===== config.mk =====
export PLATFORM = sky130hd
export DESIGN_NAME = circular_next_free_slot_allocator_core
export DESIGN_NICKNAME = d
export VERILOG_FILES = /design/src/rtl/cnfsa_pkg.sv /design/src/rtl/circular_next_free_slot_allocator_core.sv
export SDC_FILE = /design/constraint.sdc
export NUM_CORES = 1
export LEC_CHECK = 0
export BUFFER_PORTS_ARGS = -buffer_cell sky130_fd_sc_hd__buf_2
export CAP_MARGIN = 10
export CORE_MARGIN = 2
export CORE_UTILIZATION = 53
export CTS_BUF_LIST = sky130_fd_sc_hd__clkbuf_4 sky130_fd_sc_hd__clkbuf_8
export DETAILED_ROUTE_END_ITERATION = 10
export GPL_ROUTABILITY_DRIVEN = 0
export PLACE_DENSITY = 0.69
export SYNTH_ARGS = -nofsm -noshare
export SYNTH_HDL_FRONTEND = slang
export SYNTH_SLANG_ARGS = --single-unit

===== constraint.sdc =====
create_clock -name clock -period 7.45 [get_ports clock]
set_input_delay 1.49 -clock clock [delete_from_list [all_inputs] [get_ports clock]]
set_output_delay 1.49 -clock clock [all_outputs]
set_load 0.02 [all_outputs]

===== src/rtl/cnfsa_pkg.sv =====
// shared types and constants for the circular slot allocator
// no dependencies
package cnfsa_pkg;

   localparam int SLOT_W      = 8;
   localparam int STATUS_W    = 2;
   localparam int CSR_W       = 9;
   localparam int SCAN_W      = 10;
   localparam int GRANT_LIMIT = 256;
   localparam int RSP_DATA_W  = 8;

   localparam logic [CSR_W-1:0] RING_RESET = CSR_W'(256);

   typedef enum logic [STATUS_W-1:0] {
      STATUS_GRANTED = 2'd0,
      STATUS_FULL    = 2'd1,
      STATUS_INVALID = 2'd2
   } status_type;

endpackage


===== src/rtl/circular_next_free_slot_allocator_core.sv =====
// circular next-free slot allocator: occupancy map with word-serial scan
// depends on cnfsa_pkg
//
// channel   dir  payload
// req       in   tdata[7:0] wanted_slot
// rsp       out  tdata[7:0] granted_slot, tuser[1:0] status
// csr       in   wdata[8:0] ring_size
//
// one map word is checked per cycle by a single free-bit search unit
// an invalid slot goes straight from idle to the response; a valid one is scanned from its word
// up to the ring top, then from word 0 up to the wanted slot, and any rsp stall adds to each item
// synchronous reset clears the map, ring size returns to 256
// req_tready is low from accept until the result transfer completes
module circular_next_free_slot_allocator_core
   import cnfsa_pkg::*;
#(
   parameter int SLOTS         = 256,
   parameter int MAP_WORD_BITS = 32
) (
   input  logic                  clock,
   input  logic                  reset,
   input  logic                  req_tvalid,
   output logic                  req_tready,
   input  logic [SLOT_W-1:0]     req_tdata,   // [7:0] wanted_slot
   output logic                  rsp_tvalid,
   input  logic                  rsp_tready,
   output logic [RSP_DATA_W-1:0] rsp_tdata,   // [7:0] granted_slot
   output logic [STATUS_W-1:0]   rsp_tuser,   // [1:0] status
   input  logic                  csr_wen,
   input  logic [CSR_W-1:0]      csr_wdata    // [8:0] ring_size
);

   localparam int USED      = (SLOTS < GRANT_LIMIT) ? SLOTS : GRANT_LIMIT;
   localparam int MAP_WORDS = (USED + MAP_WORD_BITS - 1) / MAP_WORD_BITS;
   localparam int WW        = (MAP_WORDS > 1) ? $clog2(MAP_WORDS) : 1;
   localparam int BW        = (MAP_WORD_BITS > 1) ? $clog2(MAP_WORD_BITS) : 1;

   typedef enum logic [1:0] {
      ST_IDLE,
      ST_SCAN_UP,
      ST_SCAN_WRAP,
      ST_RESP
   } state_type;

   state_type                                  state_ff;
   logic [MAP_WORDS-1:0][MAP_WORD_BITS-1:0]    map_ff;
   logic [CSR_W-1:0]                           ring_ff;
   logic [SLOT_W-1:0]                          want_ff;
   logic [WW-1:0]                              word_ff;
   logic [SCAN_W-1:0]                          base_ff;
   logic                                       rsp_valid_ff;
   logic [SLOT_W-1:0]                          grant_ff;
   status_type                                 status_ff;

   logic [CSR_W-1:0]         eff_ring;
   logic [MAP_WORD_BITS-1:0] cur_word;
   logic [MAP_WORD_BITS-1:0] cand;
   logic                     found;
   logic [BW-1:0]            hit_bit;
   logic [SCAN_W-1:0]        next_base;
   logic [WW-1:0]            start_word;
   logic [SCAN_W-1:0]        start_base;
   logic [SCAN_W-1:0]        hit_slot;

   assign eff_ring = (ring_ff > CSR_W'(USED)) ? CSR_W'(USED) : ring_ff;
   assign cur_word = map_ff[word_ff];
   assign next_base = base_ff + SCAN_W'(MAP_WORD_BITS);
   assign hit_slot = base_ff + SCAN_W'(hit_bit);

   // free candidates in the current word, bounded by ring and scan phase
   always_comb begin
      logic [SCAN_W-1:0] slot;
      for (int j = 0; j < MAP_WORD_BITS; j++) begin
         slot = base_ff + SCAN_W'(j);
         cand[j] = !cur_word[j] && (slot < SCAN_W'(eff_ring)) &&
                   ((state_ff == ST_SCAN_WRAP) || (slot >= SCAN_W'(want_ff)));
      end
   end

   // lowest free candidate
   always_comb begin
      found   = 1'b0;
      hit_bit = '0;
      for (int j = MAP_WORD_BITS - 1; j >= 0; j--) begin
         if (cand[j]) begin
            found   = 1'b1;
            hit_bit = BW'(j);
         end
      end
   end

   // word holding the wanted slot
   always_comb begin
      start_word = '0;
      start_base = '0;
      for (int k = 1; k < MAP_WORDS; k++) begin
         if (SCAN_W'(req_tdata) >= SCAN_W'(k * MAP_WORD_BITS)) begin
            start_word = WW'(k);
            start_base = SCAN_W'(k * MAP_WORD_BITS);
         end
      end
   end

   always_ff @(posedge clock) begin
      if (reset) begin
         state_ff     <= ST_IDLE;
         map_ff       <= '0;
         ring_ff      <= RING_RESET;
         rsp_valid_ff <= 1'b0;
      end else begin
         if (csr_wen) begin
            ring_ff <= csr_wdata;
         end
         case (state_ff)
            ST_IDLE: begin
               if (req_tvalid) begin
                  want_ff <= req_tdata;
                  word_ff <= start_word;
                  base_ff <= start_base;
                  if (CSR_W'(req_tdata) >= eff_ring) begin
                     grant_ff     <= '0;
                     status_ff    <= STATUS_INVALID;
                     rsp_valid_ff <= 1'b1;
                     state_ff     <= ST_RESP;
                  end else begin
                     state_ff <= ST_SCAN_UP;
                  end
               end
            end
            ST_SCAN_UP, ST_SCAN_WRAP: begin
               if (found) begin
                  map_ff[word_ff][hit_bit] <= 1'b1;
                  grant_ff     <= SLOT_W'(hit_slot);
                  status_ff    <= STATUS_GRANTED;
                  rsp_valid_ff <= 1'b1;
                  state_ff     <= ST_RESP;
               end else if (state_ff == ST_SCAN_UP) begin
                  if (next_base >= SCAN_W'(eff_ring)) begin
                     word_ff  <= '0;
                     base_ff  <= '0;
                     state_ff <= ST_SCAN_WRAP;
                  end else begin
                     word_ff <= word_ff + WW'(1);
                     base_ff <= next_base;
                  end
               end else begin
                  if (next_base > SCAN_W'(want_ff)) begin
                     grant_ff     <= '0;
                     status_ff    <= STATUS_FULL;
                     rsp_valid_ff <= 1'b1;
                     state_ff     <= ST_RESP;
                  end else begin
                     word_ff <= word_ff + WW'(1);
                     base_ff <= next_base;
                  end
               end
            end
            ST_RESP: begin
               if (rsp_tready) begin
                  rsp_valid_ff <= 1'b0;
                  state_ff     <= ST_IDLE;
               end
            end
            default: begin
               state_ff <= ST_IDLE;
            end
         endcase
      end
   end

   assign req_tready = (state_ff == ST_IDLE);
   assign rsp_tvalid = rsp_valid_ff;
   assign rsp_tdata  = grant_ff;
   assign rsp_tuser  = status_ff;

endmodule


# --- After elaboration in Yosys (flattened, before gate mapping) ---
# Cells that the tools add are included.
# W data, S select, Z words.
word_totals:
  regBits: 299
  latchBits: 0
  ramBits: 0
  rom_bits: 0
  in_bits: 22
  output_inout_bits: 12
  wordCells: 406
  mem_count: 0
classes:
  addsub: 34
  multipliers: 0
  div_mod_pow: 0
  n_lt_le_gt_ge: 79
  n_eq_ne: 12
  shifts: 0
  mux: 124
  n_bitwise: 2
  n_reduce_logical: 139
op_table:
  columns: ["op", "n"]
  rows:
  - ["$ge A10 B8 Y1", 32]
  - ["$lt A10 B9 Y1", 32]
  - ["$or A256 B256 Y256", 1]
  - ["$add A10 B5 Y10 const B", 16]
  - ["$mux W5", 32]
  - ["$mux W10", 11]
  - ["$bmux W32 S3", 1]
  - ["$demux W32 S3", 1]
  - ["$add A10 B4 Y10 const B", 8]
  - ["$logic_and A1 B1 Y1", 66]
  - ["$mux W32", 2]
  - ["$add A10 B3 Y10 const B", 4]
  - ["$mux W1", 40]
  - ["$mux W8", 5]
  - ["$mux W3", 11]
  - ["$ge A8 B8 Y1 const B", 4]
  - ["$logic_not A1 Y1", 32]
  - ["$logic_or A1 B1 Y1", 32]
  - ["$mux W2", 12]
  - ["$add A10 B2 Y10 const B", 2]
  - ["$pmux W10 S2", 1]
  - ["$ge A8 B7 Y1 const B", 2]
  - ["$pmux W8 S2", 1]
  - ["$add A10 B1 Y10 const B", 1]
  - ["other kinds (34)", 41]

# --- Longest topological paths before layout ---
# Gate-level depths: netlist of the first run.
depth:
  ltp_word: 44
  ltp_mapped: 18
  ltp_nobuf: 15

# --- Worst setup path after synthesis of the first run ---
# No wires, ideal clock.
synth_path:
  kind: "register -> register"
  start: "register ring_ff[8]"
  end: "register base_ff[5] (enable)"
  setup_time_ps: 419
  arrival_ps: 4912
  required_time_ps: 7031
  setup_slack_ps: 2119
  path_stages_with_launch: 16
  path_buffers: 3
  period_less_slack_ps: 5331
  cell_sequence: "dfxtp_1 clkbuf_1 clkinv_1 nand2_1 ha_1 clkbuf_1 nand4b_1 a311oi_1 a211oi_1 o311a_1 or3_4 nor4_4 and3_1 buf_4 nand3_1 a2111oi_0"
synth_via:
  elab_chain_len: 39
  word_cells_on_any_way: 132
  classes_between: "order compare (33); eq/ne (1); mux (33); reduce/logical (65)"
synth_lines:
  columns: ["item", "line", "rtl"]
  rows:
  - ["start: declaration", "circular_next_free_slot_allocator_core.sv:47", "logic [CSR_W-1:0] ring_ff;"]
  - ["start signal: assignment", "circular_next_free_slot_allocator_core.sv:112", "ring_ff <= csr_wdata;"]
  - ["$gt A9 B9 Y1", "circular_next_free_slot_allocator_core.sv:65", "assign eff_ring = (ring_ff > CSR_W'(USED)) ? CSR_W'(USED) : ring_ff;"]
  - ["$mux W9 (*)", "circular_next_free_slot_allocator_core.sv:65", null]
  - ["$lt A10 B9 Y1", "circular_next_free_slot_allocator_core.sv:75", "cand[j] = !cur_word[j] && (slot < SCAN_W'(eff_ring)) &&"]
  - ["$logic_and A1 B1 Y1 (2 in series)", "circular_next_free_slot_allocator_core.sv:75", null]
  - ["$mux W1 (31 in series)", "circular_next_free_slot_allocator_core.sv:85", "if (cand[j]) begin"]
  - ["$mux W1 (*)", "circular_next_free_slot_allocator_core.sv:85", null]
  - ["$ne A2 B2 Y1 (no line) (*)", null, null]
  - ["$reduce_and A5 Y1 (no line) (*)", null, null]
  - ["end signal: assignment", "circular_next_free_slot_allocator_core.sv:119", "base_ff <= start_base;"]
  - ["end signal: assignment", "circular_next_free_slot_allocator_core.sv:144", "base_ff <= next_base;"]
  - ["end signal: assignment", "circular_next_free_slot_allocator_core.sv:154", "base_ff <= next_base;"]
  - ["end: declaration", "circular_next_free_slot_allocator_core.sv:50", "logic [SCAN_W-1:0] base_ff;"]
# Mark *: on every way between the ends. The rest lies on a longest branch, timed or not.
# A chain may end at the register's enable or synchronous reset.

# --- Final worst setup path of the first run ---
layout_path:
  start: "register ring_ff[8]"
  end: "register map_ff[11] (netlist bit)"
layout_via:
  elab_chain_len: 44
  word_cells_on_any_way: 171
  classes_between: "order compare (35); mux (69); bitwise (1); reduce/logical (66)"
layout_lines:
  columns: ["item", "line", "rtl"]
  rows:
  - ["$gt A9 B9 Y1", "circular_next_free_slot_allocator_core.sv:65", null]
  - ["$mux W9 (*)", "circular_next_free_slot_allocator_core.sv:65", null]
  - ["$lt A10 B9 Y1", "circular_next_free_slot_allocator_core.sv:75", null]
  - ["$logic_and A1 B1 Y1 (2 in series)", "circular_next_free_slot_allocator_core.sv:75", null]
  - ["$mux W5 (32 in series)", "circular_next_free_slot_allocator_core.sv:85", null]
  - ["$lt A5 B6 Y1 (implied by the code) / $ge A5 B1 Y1 (equally long branches)", "circular_next_free_slot_allocator_core.sv:132", "map_ff[word_ff][hit_bit] <= 1'b1;"]
  - ["$logic_and A1 B1 Y1 (implied by the code)", "circular_next_free_slot_allocator_core.sv:132", null]
  - ["$mux W1 (implied by the code)", "circular_next_free_slot_allocator_core.sv:132", null]
  - ["$demux W1 S5", "circular_next_free_slot_allocator_core.sv:132", null]
  - ["$mux W32 (implied by the code)", "circular_next_free_slot_allocator_core.sv:132", null]
  - ["$demux W32 S3", "circular_next_free_slot_allocator_core.sv:132", null]
  - ["$or A256 B256 Y256 (no line)", null, null]
  - ["end signal: assignment", "circular_next_free_slot_allocator_core.sv:107", "map_ff <= '0;"]
  - ["end signal: indexed assignment", "circular_next_free_slot_allocator_core.sv:132", null]
  - ["end: declaration", "circular_next_free_slot_allocator_core.sv:46", "logic [MAP_WORDS-1:0][MAP_WORD_BITS-1:0] map_ff;"]
# Marks and branches as above.

==> run metrics, run 1 <==
IO Pins=34; FMAX=164.4 MHz; Post-CTS Setup Inserts=0; met3 Track Usage GR=under 10%; RSZ-0062 raised after global routing=no; Syn Inst Count=between 1000 and 1500; DIE AREA=0.02914 mm²; ys async rst share=0%; Skew-Pair Late Insertion Delay=580 ps; busiest metal layer after global routing=met2; EDFF count, synth=26; area leader, netlist=dfxtp_1; min-delay src=map_ff[128]; prevailing post-synth register cell=dfxtp_1; largest net degree at the start of global routing=100; pwr/cell area=365.4 mW/mm²; grt ovf=0; CTS root buf=clkbuf_8; routed vias/inst=around 6.9; max incr delay on CP=770 ps; initial antenna violation count=2; Die W=170.7 µm; Max VDD drop=approximately 280 µV; CTS Sinks=294; status=finished, final reports clean; synthesized flop and latch total=a little under 300; CTS Hold Bufs=0; Die Y=170.7 µm; Initial DRC Count=around 1600; worst-path fanout max=18; post-CTS sizing=0; Synth area leaders=dfxtp_1 36%, o2bb2ai_1 14%, edfxtp_1 5.3%; DRC violations left=0; synth unique cells=91; fraction of layout cells with a size suffix above 1=14.82%; CTS max path bufs=3; chain of cells forming the critical path=clkinv_1, nand2_1, ha_1, a21o_1, a211oi_1, nand2b_1, a2111oi_1, nor2_1, a311oi_1, o22ai_1, nor2_1, nand3_1, o2bb2ai_1; Synth-to-Final Area Change=8.946%; Psw=2.592 mW; fin. max-slew vios=0; Final Hold Fails=0; Post-Syn Area=0.01473 mm²; Rel. slew slack=between 30% and 40%; CP required=7930 ps; pre-CTS setup slack=roughly 1600 ps; Seq pwr share=30.3%; crit path DAT=6570 ps; R2R Path Start=ring_ff[8]; CP Launch Type=flip-flop; IO buf count=33; core area=0.02755 mm²; Internal=3.271 mW; H-tree level count=2; first-pass GRT wire length=73.33 mm; M1 GR Usage=44.61%; final worst-path setup slack=1367 ps; gr usage total=between 30 and 40%; Std-Cell Rows=~60; met2 usage=about 50%; mean area per synthesized cell=~10 µm²; Routed WL per cell=25.63 µm; Slew @ Worst Pin=1034 ps; top-area cell type share of the netlist area=36.43%; warnings from Yosys=0; Setup-failing EPs final=0; Lkg Pwr=approximately 5.5 nW; crit path max-delay cell type=nor2_1; min Tclk post-route=6083 ps; CTS Buf Count=48; post-DP HPWL=32.79 mm; final wirelength=between 40 and 50 mm; clock skew=20.44 ps; number of global-route vias before repair=12350; utilization after layout=58.24%; via count=12950; CP endpoint kind=flip-flop; fin crit share=81.66%; crit path kind=reg2reg; Starting Density=53.45%; Comb pwr share=between 40% and 50%; maxcap violations=0; final antenna-violating net count=0; Setup TNS Final=0 ps; most used cell, CP=nor2_1; Min-Delay Path Class=reg2reg; Switching Share=between 40 and 50%; crit path from=ring_ff[8]; CTS tree=done; Seq/Total Area, Yosys=41.73%; Reg clk slew, reported paths=approximately 80 ps; DR pass1 iterations=5; Mapped Nets=1530; net count reported at finish=1517; power share of the clock group=25.4%
-- cells by family (layout without fill, tap and decap cells) --
group	after synthesis	after routing	synth area share, %
buf+inv	151	177	4.384
other cells	1	2	0.02546
simple gates	355	355	12.89
fa+ha+maj	43	43	3.653
compound gates	539	539	30.01
flops	294	294	41.73
xor+xnor	5	5	0.2974
mux	77	77	7.017
-- layout by cell type, fill, tap and decap left out, types with 15 or more instances in the layout --
cell type  synthesis  layout
nand4_1           15      15
edfxtp_1          26      26
o2bb2ai_1        242     242
nand2_1           99      99
ha_1              43      43
mux2_2            30      30
buf_2             33      33
dfxtp_1          268     268
nor3_1            19      16
o22ai_1           24      24
clkbuf_8           0      54
mux4_2            18      18
a21o_1            20      20
a21oi_1           34      34
o21ai_0           28      28
buf_4              6      17
nor2_1            58      58
and2_1            15      15
inv_1             35      35
a211oi_1          15      15
mux2i_1           29      29
clkbuf_4           0      16
nand2b_1          15      15
o221ai_1          34      34
nand3_1           39      39
-- cell usage after synthesis (all sizes together) (8+ instances only) --
master,number
nand3,39
nor2b,11
nand4b,8
o21ai,29
a211o,10
o22ai,24
nor2,59
nand4,15
edfxtp,26
buf,46
nand3b,11
o2bb2ai,252
o211ai,11
mux2,30
a211oi,15
or2,9
nand2b,15
clkbuf,67
ha,43
a21o,20
and2,16
o221ai,35
mux2i,29
nor3,19
a21oi,36
dfxtp,268
mux4,18
nand2,99
o21bai,8
inv,36
-- state kept, by name (all words and copies together), names as in the netlist --
register    flops
base_ff         5
word_ff         3
ring_ff         9
rsp_tvalid      1
state_ff        2
want_ff         8
rsp_tuser       2
rsp_tdata       8
map_ff        256
-- stage by stage --
| step | power [mW] | std cells | instance area, µm² | hold WS, ps |
|---|---|---|---|---|
| floorplan | 3.560 | 1465 | 14730 | 424.7 |
| global placement | 4.290 | 1780 | 15030 | 437.8 |
| detailed placement | 4.310 | 1780 | 15030 | 443.5 |
| CTS | 5.783 | 1869 | 16040 | 458.7 |
| global route | 6.107 | 1869 | 16040 | 470.8 |
| finish | 5.863 | 1870 | 16050 | 456.1 |
-- worst max-delay path: cells and delay by family, from the launching register on --
kind | cells | cell delay (ps)
AOI/OAI and AO/OA | 6 | 2550
adders and majority gates | 1 | 350
buffers and inverters | 1 | 440
DFF | 1 | 620
and+or+nand+nor | 5 | 2000
-- power groups by stage --
stage	clock [mW]	sequential [mW]	combinational (mW)
floorplan	0	1.79	1.77
CTS	1.50	1.78	2.51
global route	1.57	1.79	2.75
global placement	0	1.81	2.48
detailed placement	0	1.81	2.50
finish	1.49	1.78	2.60
-- per-layer routing --
layer  routed length (µm)  share of wire, %
met5                    0                 0
met4                 2272               4.7
met3                 4558               9.5
met2                20980                44
met1                20130                42
-- worst paths after layout --
kind	end	slack [ps]	cells after the start
worst max-delay path	map_ff[11]	1370	13
worst min register to register	map_ff[128]	460	1
worst max register to register	map_ff[11]	1370	13
worst min-delay path	map_ff[128]	460	1
-- layout make-up --
type	count	area, µm²
timing repair buffer	50	292.8
clock inverter	19	151.4
inverter	38	150.1
fill	2357	11510
sequential	294	6146
multi-input combinational	1020	7966
antenna	1	2.502
clock buffer	70	863.3
tap	378	473.0
(Power assumes the default switching activity.)
==> run 2: changes to the inputs <==
clock period = 6 ns   (was 7.45 ns; I/O delays follow)
==> run metrics, run 2 (synthesis results as in run 1) <==
pre-CTS setup slack=431.7 ps (-1173 ps); pwr/cell area=463.6 mW/mm² (+27%); placed cell area=0.01518 mm² (+1.0%); first-pass GRT wire length=73.03 mm (-0.41%); Fin Hold WS=456.2 ps (+0.05900 ps); power share of the clock group=27.1% (+1.7 points); Finished Layout Cells=1896 (+1.4%); DR pass1 iterations=6 (+1); RSZ-0062 raised after global routing=no; FMAX=177.9 MHz (+8.2%); clock skew=16.00 ps (-4.442 ps); DIE AREA=0.02914 mm² (unchanged); fin crit share=93.68% (+12 points); worst-path fanout max=18 (unchanged); crit path kind=reg2reg; Final Hold Fails=0 (unchanged); IO buf count=33 (unchanged); CP endpoint kind=flip-flop; Psw=3.232 mW (+25%); Internal=4.355 mW (+33%); CP Launch Type=flip-flop; CTS Sinks=294 (unchanged); routed vias/inst=6.858 (-0.97%); R2R Path Start=ring_ff[8]; Setup-failing EPs final=0 (unchanged); CTS tree=done; Die Y=170.7 µm (unchanged); via count=13000 (+0.41%); most frequent cells in the layout=268 x dfxtp_1, 242 x o2bb2ai_1, 99 x nand2_1; CTS root buf=clkbuf_8; DRC violations left=0 (unchanged); Die W=170.7 µm (unchanged); gr usage total=32.66% (about the same); CP required=6490 ps (-1440 ps); Lkg Pwr=5.737 nW (+3.8%); CTS Buf Count=50 (+4.2%); min Tclk post-route=5621 ps (-462.6 ps); biggest regs=map_ff (256), ring_ff (9); utilization after layout=59.40% (+1.2 points); Reg clk slew, reported paths=60 ps (-20 ps); fin. max-slew vios=0 (unchanged); Max VDD drop=267.5 µV (-4.1%); crit path from=ring_ff[8]; Slew @ Worst Pin=940.2 ps (-93.56 ps); final antenna-violating net count=0 (unchanged); grt ovf=0 (unchanged); Comb pwr share=43.5% (-0.8 points); H-tree level count=2 (unchanged); status=finished, final reports clean; initial antenna violation count=1 (-1); Biggest register=map_ff; placed cell count=1803 (+1.3%); max FFs per register=256 (unchanged); Switching Share=42.60% (-1.6 points); Rel. slew slack=37.32% (+7.2 points); fin area=0.01637 mm² (+2.0%); largest net degree at the start of global routing=99 (-1.0%); number of global-route vias before repair=12240 (-0.87%); Seq pwr share=29.4% (-0.9 points); Skew-Pair Late Insertion Delay=580 ps (about the same); crit path DAT=6120 ps (-450 ps); core area=0.02755 mm² (unchanged); Initial DRC Count=1540 (-4.4%); Std-Cell Rows=61 (unchanged); final wirelength=48.11 mm (+0.36%); commonest non-fill, non-tap cell in the layout=dfxtp_1; CTS max path bufs=3 (unchanged); min-delay src=map_ff[198]; fraction of layout cells with a size suffix above 1=16.61% (+1.8 points); maxcap violations=0 (unchanged); final worst-path setup slack=379.1 ps (-987.4 ps); Routed WL per cell=25.37 µm (-1.0%); Synth-to-Final Area Change=11.13%; total power=7.587 mW (+29%); CTS Hold Bufs=0 (unchanged); Min-Delay Path Class=reg2reg; net count reported at finish=1542 (+1.6%); IO Pins=34 (unchanged); Starting Density=53.45% (unchanged); Setup TNS Final=0 ps (unchanged); post-DP HPWL=33.53 mm (+2.3%)
-- run 2: changes by cell type in the layout (fill, tap and decap cells not counted), moves of 2 or more --
cell        previous run  this run
buf_4                 17        39
clkbuf_8              54        71
clkinv_1               9         2
clkinv_2               5         3
clkinvlp_4             3         0
nor3_1                16        19
nor3_2                 3         0
-- run 2: worst paths after layout --
path	depth (start not counted)	endpoint	slack, ps
min reg2reg	1	map_ff[198]	460
min	1	map_ff[198]	460
max reg2reg	13	map_ff[11]	380
max	13	map_ff[11]	380
-- run 2: area by class of cell --
class / count / area, µm²
fill: 2347 / 11190
multi-input combinational: 1020 / 7945
sequential: 294 / 6146
clock buffer: 87 / 1097
timing repair buffer: 73 / 478.0
tap: 378 / 473.0
inverter: 38 / 150.1
clock inverter: 5 / 75.07
antenna: 1 / 2.502
-- run 2: power by group through the flow --
stage	combinational, mW	sequential, mW	clock (mW)
2_1_floorplan	2.20	2.22	0
3_3_place_gp	3.15	2.27	0
3_5_place_dp	3.16	2.27	0
4_1_cts	3.18	2.23	2.07
5_1_grt	3.49	2.24	2.17
6_report	3.30	2.23	2.05
-- run 2: layer usage --
| metal | GRT usage, % | wire, µm | part of all wire [%] |
|---|---|---|---|
| met1 | 43.43 | 19810 | 41 |
| met2 | 50.52 | 21430 | 45 |
| met3 | 6.778 | 4440 | 9.2 |
| met4 | 16.16 | 2429 | 5.0 |
| met5 | 0 | 0 | 0 |
-- run 2: worst max-delay path: stages, from the launching register on --
cell and delay [ps]:
dfxtp_1 650, clkinv_1 450, nand2_1 320, ha_1 300, nand4b_1 290, a311oi_1 680
a211oi_1 170, o311a_1 210, or3_4 410, a311oi_1 520, o21ai_1 290, nand2_1 400
nand3_1 500, o2bb2ai_1 330
-- run 2: repair_timing --
action                     4_1_cts  5_1_grt
gates resized for setup          0        2
setup buffers                    0        0
setup endpoints to repair        0       50
